## src/sv/ics_pkg.sv

```systemverilog
package ics_pkg;

	localparam int CRD_W = 31;
	localparam int CNT_W = 16;
	localparam logic [CNT_W-1:0] COUNT_MAX = '1;

	typedef enum logic [1:0] {
		ST_IDLE,
		ST_COUNT,
		ST_WALK,
		ST_FLUSH
	} state_t;

	typedef struct packed {
		logic [CRD_W-1:0] lo;
		logic [CRD_W-1:0] hi;
		logic [CNT_W-1:0] cnt;
	} seg_t;

	// outcome of laying one new interval over one open segment
	typedef struct packed {
		logic emit_en;
		seg_t emit;
		logic push0_en;
		seg_t push0;
		logic push1_en;
		seg_t push1;
	} split_t;

endpackage

```

## src/sv/ics_split_unit.sv

```systemverilog
module ics_split_unit (
	input  ics_pkg::seg_t   open_seg,
	input  ics_pkg::seg_t   req_seg,
	output ics_pkg::split_t split
);

	logic [ics_pkg::CNT_W:0] sum_w;
	logic [ics_pkg::CNT_W-1:0] sum_sat;
	logic [ics_pkg::CRD_W-1:0] s1, e1, s2, e2, e2_inc;
	logic [ics_pkg::CNT_W-1:0] c1, c2;

	assign s1 = open_seg.lo;
	assign e1 = open_seg.hi;
	assign c1 = open_seg.cnt;
	assign s2 = req_seg.lo;
	assign e2 = req_seg.hi;
	assign c2 = req_seg.cnt;
	assign e2_inc = e2 + ics_pkg::CRD_W'(1);

	assign sum_w = {1'b0, c1} + {1'b0, c2};
	assign sum_sat = sum_w[ics_pkg::CNT_W] ? ics_pkg::COUNT_MAX : sum_w[ics_pkg::CNT_W-1:0];

	always_comb begin
		split = '0;
		if (e1 < s2) begin
			// segment lies wholly before the request
			split.emit_en = 1'b1;
			split.emit = '{lo: s1, hi: e1, cnt: c1};
		end else if (s1 <= s2) begin
			split.emit_en = (s1 < s2);
			split.emit = '{lo: s1, hi: s2 - ics_pkg::CRD_W'(1), cnt: c1};
			split.push0_en = 1'b1;
			split.push0 = '{lo: s2, hi: (e1 < e2) ? e1 : e2, cnt: sum_sat};
			split.push1_en = (e2 < e1);
			split.push1 = '{lo: e2_inc, hi: e1, cnt: c1};
		end else if (e1 <= e2) begin
			split.push0_en = 1'b1;
			split.push0 = '{lo: s1, hi: e1, cnt: sum_sat};
		end else begin
			split.push0_en = (s1 <= e2);
			split.push0 = '{lo: s1, hi: e2, cnt: sum_sat};
			split.push1_en = 1'b1;
			split.push1 = '{lo: (e2_inc > s1) ? e2_inc : s1, hi: e1, cnt: c1};
		end
	end

endmodule

```

## src/sv/ics_seg_store.sv

```systemverilog
module ics_seg_store #(
	parameter int DEPTH = 16,
	parameter int AW = 4
) (
	input  logic          clk,
	input  logic          rd_bank,
	input  logic [AW-1:0] rd_addr,
	output ics_pkg::seg_t rd_data,
	input  logic          wr_en,
	input  logic          wr_bank,
	input  logic [AW-1:0] wr_addr,
	input  ics_pkg::seg_t wr_data
);

	// two banks: the walk reads one and builds the next segment list in the other
	ics_pkg::seg_t bank0_q [DEPTH];
	ics_pkg::seg_t bank1_q [DEPTH];

	always_ff @(posedge clk) begin
		if (wr_en) begin
			if (wr_bank) begin
				bank1_q[wr_addr] <= wr_data;
			end else begin
				bank0_q[wr_addr] <= wr_data;
			end
		end
	end

	assign rd_data = rd_bank ? bank1_q[rd_addr] : bank0_q[rd_addr];

endmodule

```

## src/sv/interval_coverage_splitter.sv

```systemverilog
// sequence: accept the interval, a counting pass over the open segments, then a walk pass
// with an extra step per segment split in two, then a flush pass over the segments left open
// when last is set; an inverted interval skips counting and walking; each emitted segment
// may wait further on output stall
// req_stall holds off a new interval until the current one is done outside idle;
// reset clears control state, the store is garbage until written
module interval_coverage_splitter #(
	parameter int MAX_OPEN = 16
) (
	input  logic                      clk,
	input  logic                      arst_n,
	input  logic                      req_valid,
	output logic                      req_stall,
	input  logic [ics_pkg::CRD_W-1:0] start_req,
	input  logic [ics_pkg::CRD_W-1:0] end_req,
	input  logic [ics_pkg::CNT_W-1:0] count,
	input  logic                      last,
	output logic                      seg_valid,
	input  logic                      seg_stall,
	output logic [ics_pkg::CRD_W-1:0] seg_start,
	output logic [ics_pkg::CRD_W-1:0] seg_end,
	output logic [ics_pkg::CNT_W-1:0] seg_count,
	output logic                      last_of_run,
	output logic                      overflow
);

	localparam int AW = (MAX_OPEN > 1) ? $clog2(MAX_OPEN) : 1;
	localparam int UW = $clog2(MAX_OPEN + 1);
	localparam int CW = $clog2(2 * MAX_OPEN + 2);
	localparam logic [UW-1:0] MAX_U = UW'(MAX_OPEN);
	localparam logic [CW-1:0] MAX_C = CW'(MAX_OPEN);

	ics_pkg::state_t state_q, state_d;

	// request registers
	logic [ics_pkg::CRD_W-1:0] s2_q, e2_q;
	logic [ics_pkg::CNT_W-1:0] c2_q;
	logic                      last_q;
	logic [ics_pkg::CRD_W-1:0] last_e_q;

	// control
	logic [UW-1:0] used_q, j_q, nx_q;
	logic [CW-1:0] pieces_q, nres_q, sent_q;
	logic          sub_q, bank_q, ovf_q;

	// output register
	logic                      seg_valid_q;
	ics_pkg::seg_t             out_seg_q;
	logic                      last_of_run_q, overflow_q;

	ics_pkg::seg_t  rd_seg, req_seg, push_seg, emit_seg, tail_seg;
	ics_pkg::split_t split;

	logic          req_fire, inv_req, at_end, slot_free;
	logic          emit_fire, push_en, wr_en, step_j, set_sub, swap, flush_done;
	logic [31:0]   after_w, tail_from_w;
	logic          tail_en;
	logic [CW-1:0] pieces_tot, kept;
	logic          ovf_new;

	assign req_seg = '{lo: s2_q, hi: e2_q, cnt: c2_q};

	ics_split_unit u_split (
		.open_seg (rd_seg),
		.req_seg  (req_seg),
		.split    (split)
	);

	ics_seg_store #(
		.DEPTH (MAX_OPEN),
		.AW    (AW)
	) u_store (
		.clk     (clk),
		.rd_bank (bank_q),
		.rd_addr (j_q[AW-1:0]),
		.rd_data (rd_seg),
		.wr_en   (wr_en),
		.wr_bank (~bank_q),
		.wr_addr (nx_q[AW-1:0]),
		.wr_data (push_seg)
	);

	assign req_fire = req_valid && (state_q == ics_pkg::ST_IDLE);
	assign inv_req = (end_req < start_req);
	assign at_end = (j_q == used_q);
	assign slot_free = !seg_valid_q || !seg_stall;

	// uncovered tail of the request past the last open segment
	assign after_w = {1'b0, last_e_q} + 32'd1;
	assign tail_from_w = ((used_q != '0) && (after_w > {1'b0, s2_q})) ? after_w : {1'b0, s2_q};
	assign tail_en = (tail_from_w <= {1'b0, e2_q});
	assign tail_seg = '{lo: tail_from_w[ics_pkg::CRD_W-1:0], hi: e2_q, cnt: c2_q};

	assign pieces_tot = pieces_q + CW'(tail_en);
	assign ovf_new = (pieces_tot > MAX_C);
	assign kept = ovf_new ? MAX_C : pieces_tot;

	assign wr_en = push_en && (nx_q < MAX_U);

	always_ff @(posedge clk or negedge arst_n) begin
		if (!arst_n) begin
			state_q <= ics_pkg::ST_IDLE;
		end else begin
			state_q <= state_d;
		end
	end

	always_comb begin
		state_d = state_q;
		emit_fire = 1'b0;
		emit_seg = rd_seg;
		push_en = 1'b0;
		push_seg = split.push0;
		step_j = 1'b0;
		set_sub = 1'b0;
		swap = 1'b0;
		flush_done = 1'b0;
		unique case (state_q)
			ics_pkg::ST_IDLE: begin
				if (req_valid) begin
					if (inv_req) begin
						state_d = last ? ics_pkg::ST_FLUSH : ics_pkg::ST_IDLE;
					end else begin
						state_d = ics_pkg::ST_COUNT;
					end
				end
			end
			ics_pkg::ST_COUNT: begin
				if (at_end) begin
					state_d = ics_pkg::ST_WALK;
				end
			end
			ics_pkg::ST_WALK: begin
				if (sub_q) begin
					push_en = 1'b1;
					push_seg = split.push1;
					step_j = 1'b1;
				end else if (at_end) begin
					push_en = tail_en;
					push_seg = tail_seg;
					swap = 1'b1;
					state_d = last_q ? ics_pkg::ST_FLUSH : ics_pkg::ST_IDLE;
				end else if (!split.emit_en || slot_free) begin
					emit_fire = split.emit_en;
					emit_seg = split.emit;
					push_en = split.push0_en;
					push_seg = split.push0;
					if (split.push1_en) begin
						set_sub = 1'b1;
					end else begin
						step_j = 1'b1;
					end
				end
			end
			ics_pkg::ST_FLUSH: begin
				if (at_end) begin
					flush_done = 1'b1;
					state_d = ics_pkg::ST_IDLE;
				end else if (slot_free) begin
					emit_fire = 1'b1;
					emit_seg = rd_seg;
					step_j = 1'b1;
				end
			end
			default: begin
				state_d = ics_pkg::ST_IDLE;
			end
		endcase
	end

	always_ff @(posedge clk or negedge arst_n) begin
		if (!arst_n) begin
			used_q <= '0;
			j_q <= '0;
			nx_q <= '0;
			pieces_q <= '0;
			nres_q <= '0;
			sent_q <= '0;
			sub_q <= 1'b0;
			bank_q <= 1'b0;
			ovf_q <= 1'b0;
			seg_valid_q <= 1'b0;
		end else begin
			if (req_fire) begin
				j_q <= '0;
				sub_q <= 1'b0;
				nx_q <= '0;
				pieces_q <= '0;
				sent_q <= '0;
				nres_q <= (inv_req && last) ? CW'(used_q) : '0;
			end
			if (state_q == ics_pkg::ST_COUNT) begin
				if (!at_end) begin
					pieces_q <= pieces_q + CW'(split.push0_en) + CW'(split.push1_en);
					nres_q <= nres_q + CW'(split.emit_en);
					j_q <= j_q + UW'(1);
				end else begin
					j_q <= '0;
					ovf_q <= ovf_q | ovf_new;
					nres_q <= nres_q + (last_q ? kept : '0);
				end
			end
			if (step_j) begin
				j_q <= j_q + UW'(1);
				sub_q <= 1'b0;
			end
			if (set_sub) begin
				sub_q <= 1'b1;
			end
			if (wr_en) begin
				nx_q <= nx_q + UW'(1);
			end
			if (swap) begin
				bank_q <= ~bank_q;
				used_q <= nx_q + UW'(wr_en);
				j_q <= '0;
			end
			if (flush_done) begin
				used_q <= '0;
				ovf_q <= 1'b0;
			end
			if (emit_fire) begin
				sent_q <= sent_q + CW'(1);
				seg_valid_q <= 1'b1;
			end else if (!seg_stall) begin
				seg_valid_q <= 1'b0;
			end
		end
	end

	always_ff @(posedge clk) begin
		if (req_fire) begin
			s2_q <= start_req;
			e2_q <= end_req;
			c2_q <= count;
			last_q <= last;
		end
		if ((state_q == ics_pkg::ST_COUNT) && !at_end) begin
			last_e_q <= rd_seg.hi;
		end
		if (emit_fire) begin
			out_seg_q <= emit_seg;
			last_of_run_q <= ((sent_q + CW'(1)) == nres_q);
			overflow_q <= ovf_q;
		end
	end

	assign req_stall = (state_q != ics_pkg::ST_IDLE);
	assign seg_valid = seg_valid_q;
	assign seg_start = out_seg_q.lo;
	assign seg_end = out_seg_q.hi;
	assign seg_count = out_seg_q.cnt;
	assign last_of_run = last_of_run_q;
	assign overflow = overflow_q;

endmodule

```

## config.mk

```make
export PLATFORM = sky130hd
export DESIGN_NAME = interval_coverage_splitter
export DESIGN_NICKNAME = d
export VERILOG_FILES = /design/src/sv/ics_pkg.sv /design/src/sv/ics_split_unit.sv /design/src/sv/ics_seg_store.sv /design/src/sv/interval_coverage_splitter.sv
export SDC_FILE = /design/constraint.sdc
export NUM_CORES = 2
export LEC_CHECK = 0
export BUFFER_PORTS_ARGS = -buffer_cell sky130_fd_sc_hd__clkbuf_2
export CORE_MARGIN = 2
export CORE_UTILIZATION = 33
export DETAILED_ROUTE_END_ITERATION = 8
export SYNTH_ARGS = -nofsm -noshare
export SYNTH_HDL_FRONTEND = slang
export SYNTH_SLANG_ARGS = --single-unit
```

## constraint.sdc

```tcl
create_clock -name clk -period 16.1 [get_ports clk]
set_clock_uncertainty 0.15 [all_clocks]
set_input_delay 1.61 -clock clk [delete_from_list [all_inputs] [get_ports clk]]
set_output_delay 1.61 -clock clk [all_outputs]
set_load 0.03 [all_outputs]
```

==> summary.txt <==
Status
  – Status: complete, no violations

Timing
  – F_max: slightly above 90 MHz
  – Fin. Hold Viols: 0
  – RSZ-0062 raised after global routing: false
  – Max-slew violation total from the final report: 0
  – Slew Limit Headroom: 0.0347
  – Setup Viol. Count Final: 0
  – Worst-Margin Slew: approximately 1.4 ns
  – Sum Neg Setup Slack: 0 ns
  – Fin crit share: 0.665
  – Final min period: ~11 ns

Floorplanning
  – FP Rows: approximately 220
  – Placeable Area: 342000 um2
  – Die area: roughly 350000 um2
  – IO Count: 165
  – Die height: 590 um
  – Initial Utilization: 0.331
  – Die W: between 500 and 600 um

Layout
  – Syn-to-layout area delta: 15.0%
  – # fillers: ~31000
  – Nets: 6447
  – Reg area: ~80000 um2
  – Most frequent cells in the layout: edfxtp_1, mux4_2, clkbuf_16, ha_1, buf_4
  – Multi-input logic area: 30100 um2
  – Commonest non-fill, non-tap cell in the layout: edfxtp_1
  – Share of cells above drive strength 1: 0.269

Clock network
  – CTS HTree Levels: 5
  – Resize count post-CTS: 0
  – Postcts setup bufs: 0
  – CTS tree: yes
  – Clock latency at the later pin of the worst-skew pair: 0.93 ns
  – Clk pin slew, worst setup/hold paths: 0.06 ns
  – Hold_buf cts: 0
  – CTS Root Cell: clkbuf_16
  – Num CTS Buffers: between 200 and 300
  – Clock sink total: between 2000 and 3000
  – Max clock buf depth: 4

Synthesis
  – Yosys reg bits: between 2000 and 3000
  – Avg Cell Area, Syn: 20.1 um2
  – Cells after Synth: about 5600
  – Synth Area in Compound Gates: 0.0289
  – Synth Flop Type: edfxtp_1
  – Post-synth EDFFs: between 2000 and 3000
  – FFs w/ async S/R, synth: 0.0143
  – Synthesized area: 113000 um2
  – Synth Area in XOR/XNOR: 0.00975
  – Synth unique cells: 85
  – Adder-cell share of the synthesized area: 0.0317
  – Simple-Gate Fraction of Synth Area: 0.0272
  – Mux cell area share after synthesis: 0.165
  – Post-synthesis net count: 6009
  – Largest family of logic cells by synthesized area: multiplexers
  – Sequential share of the synthesized area: 0.721
  – Syn. warnings: 0

Route
  – DRT Wirelength: between 300000 and 400000 um
  – Via/cell ratio: ~5.5
  – Drt initial violations: 6771
  – Antenna-violating nets left: 0
  – # DRC: 0
  – Via count: 59710
  – Drt wl/cell: roughly 31 um
  – First-pass detailed-route iteration total: 5

Global routing
  – Initial antenna violation count: 27
  – Number of global-route vias before repair: about 60000
  – Largest net degree at the start of global routing: around 120
  – Congestion Overflow GR: 0
  – First-pass GRT wire length: ~470000 um
  – Gr usage total: 0.190

Power and ir drop
  – Internal Power: 17.6 mW
  – Design Power: around 27 mW
  – Peak VDD IR: ~150 uV
  – Pleak: approximately 43 nW
  – Combinational share of power: 0.353
  – Sequential Power Share: 0.406
  – Switching Share: 0.352
  – Sw power: approximately 9.5 mW
  – P per Cell Area: ~210 nW/um2
  – Clock power share: 0.241

Placement
  – Hpwl dp: ~200000 um
  – Port Buffers: between 150 and 200
  – GPL Wtd Cong: ~0.94

Critical path
  – CP arrival: 11.09 ns
  – CP Launch Type: flop
  – R2R cell count: 19
  – CP endpoint kind: flop
  – Critical path class: flop to flop
  – Critical path peak fanout: 95
  – CP required: around 16 ns
  – Reg-to-Reg Start: j_q[0]
  – Crit path from: j_q[0]

Job
  – Max Cap Viol: 0

Worst hold path
  – HP Start: sent_q[5]
  – Hold Path Stages: 1
  – Worst hold path type: flop to flop
-- worst max-delay path, stage by stage, from the launching register on --
cell      delay [ns]
dfrtp_4         0.91
buf_12          0.56
buf_12          0.63
buf_4           0.54
mux4_2          0.56
mux4_2          0.47
mux2i_1         0.48
buf_4           0.25
inv_1           0.07
ha_1            0.28
nand2_1         0.08
nor4_1          0.77
o21ai_0         0.27
a21oi_1         0.45
o311ai_1        0.17
o21ai_2         0.60
nand3b_1        0.87
nor2_4          0.31
buf_4           0.55
buf_4           0.81
-- cells in the mapped netlist, drive strengths merged (51+ instances only) --
| cell type | instances | share of area |
|---|---|---|
| nand3 | 75 | 0.0033 |
| buf | 104 | 0.0041 |
| inv | 206 | 0.0068 |
| edfxtp | 2686 | 0.71 |
| nor2 | 149 | 0.0049 |
| nand4 | 51 | 0.0028 |
| a21oi | 150 | 0.0068 |
| o21ai | 131 | 0.0058 |
| ha | 282 | 0.031 |
| mux2i | 82 | 0.0073 |
| clkbuf | 146 | 0.0048 |
| nand2 | 212 | 0.0070 |
| mux4 | 778 | 0.15 |
| xnor2 | 94 | 0.0073 |
-- power groups by stage --
stage	Sequential [mW]	Clock (mW)	Combinational, mW
floorplan	11.2	0	5.69
global placement	11.1	0	9.30
detailed placement	11.1	0	9.54
CTS	11.0	6.64	9.57
global route	11.0	6.90	10.3
finish	11.0	6.52	9.57
-- final cells by class --
class	count	share of cell area
clock inverter	165	0.0114
multi-input combinational	2460	0.232
antenna	8	0.000154
sequential	2725	0.627
clock buffer	361	0.0591
timing repair buffer	392	0.0206
tap	4557	0.0438
inverter	206	0.00606
-- per-layer routing --
metal	wire length (um)	global-route usage	vias to the layer above
li1	-	-	24301
met1	137000	0.257	32251
met2	163000	0.313	2611
met3	24700	0.0327	529
met4	10900	0.0606	18
met5	105	0	-
-- stage by stage --
step | area, um2 | instances | utilization | hold slack [ns] | setup slack, ns
finish | 130000 | 10874 | 0.380 | 0.346 | 5.39
floorplan | 113000 | 5641 | - | 0.275 | 1.54
CTS | 130000 | 10866 | 0.380 | 0.348 | 5.33
global route | 130000 | 10871 | 0.380 | 0.382 | 4.83
global placement | 121000 | 10339 | 0.353 | 0.331 | 5.26
detailed placement | 121000 | 10340 | 0.353 | 0.341 | 5.34
-- kinds of logic after synthesis --
| family | count (synthesis) |
|---|---|
| buf+inv | 456 |
| xor+xnor | 126 |
| fa+ha+maj | 285 |
| flops | 2725 |
| simple gates | 650 |
| compound gates | 506 |
| mux | 893 |
-- registers in the layout, indices dropped and copies added, names as in the netlist, 31 cells and up --
name,cells
seg_start,31
u_store.bank0_q,1248
e2_q,31
seg_end,31
last_e_q,31
u_store.bank1_q,1248
s2_q,31
-- final timing paths --
| kind | end | slack (ns) |
|---|---|---|
| min in group asynchronous | seg_valid | 0.65 |
| min | sent_q[5] | 0.35 |
| max | u_store.bank1_q[5][21] | 5.39 |
| max in group asynchronous | j_q[1] | 14.69 |
| max reg2reg | u_store.bank1_q[5][21] | 5.39 |
| min reg2reg | sent_q[5] | 0.35 |
Power figures use the tool's default switching activity.
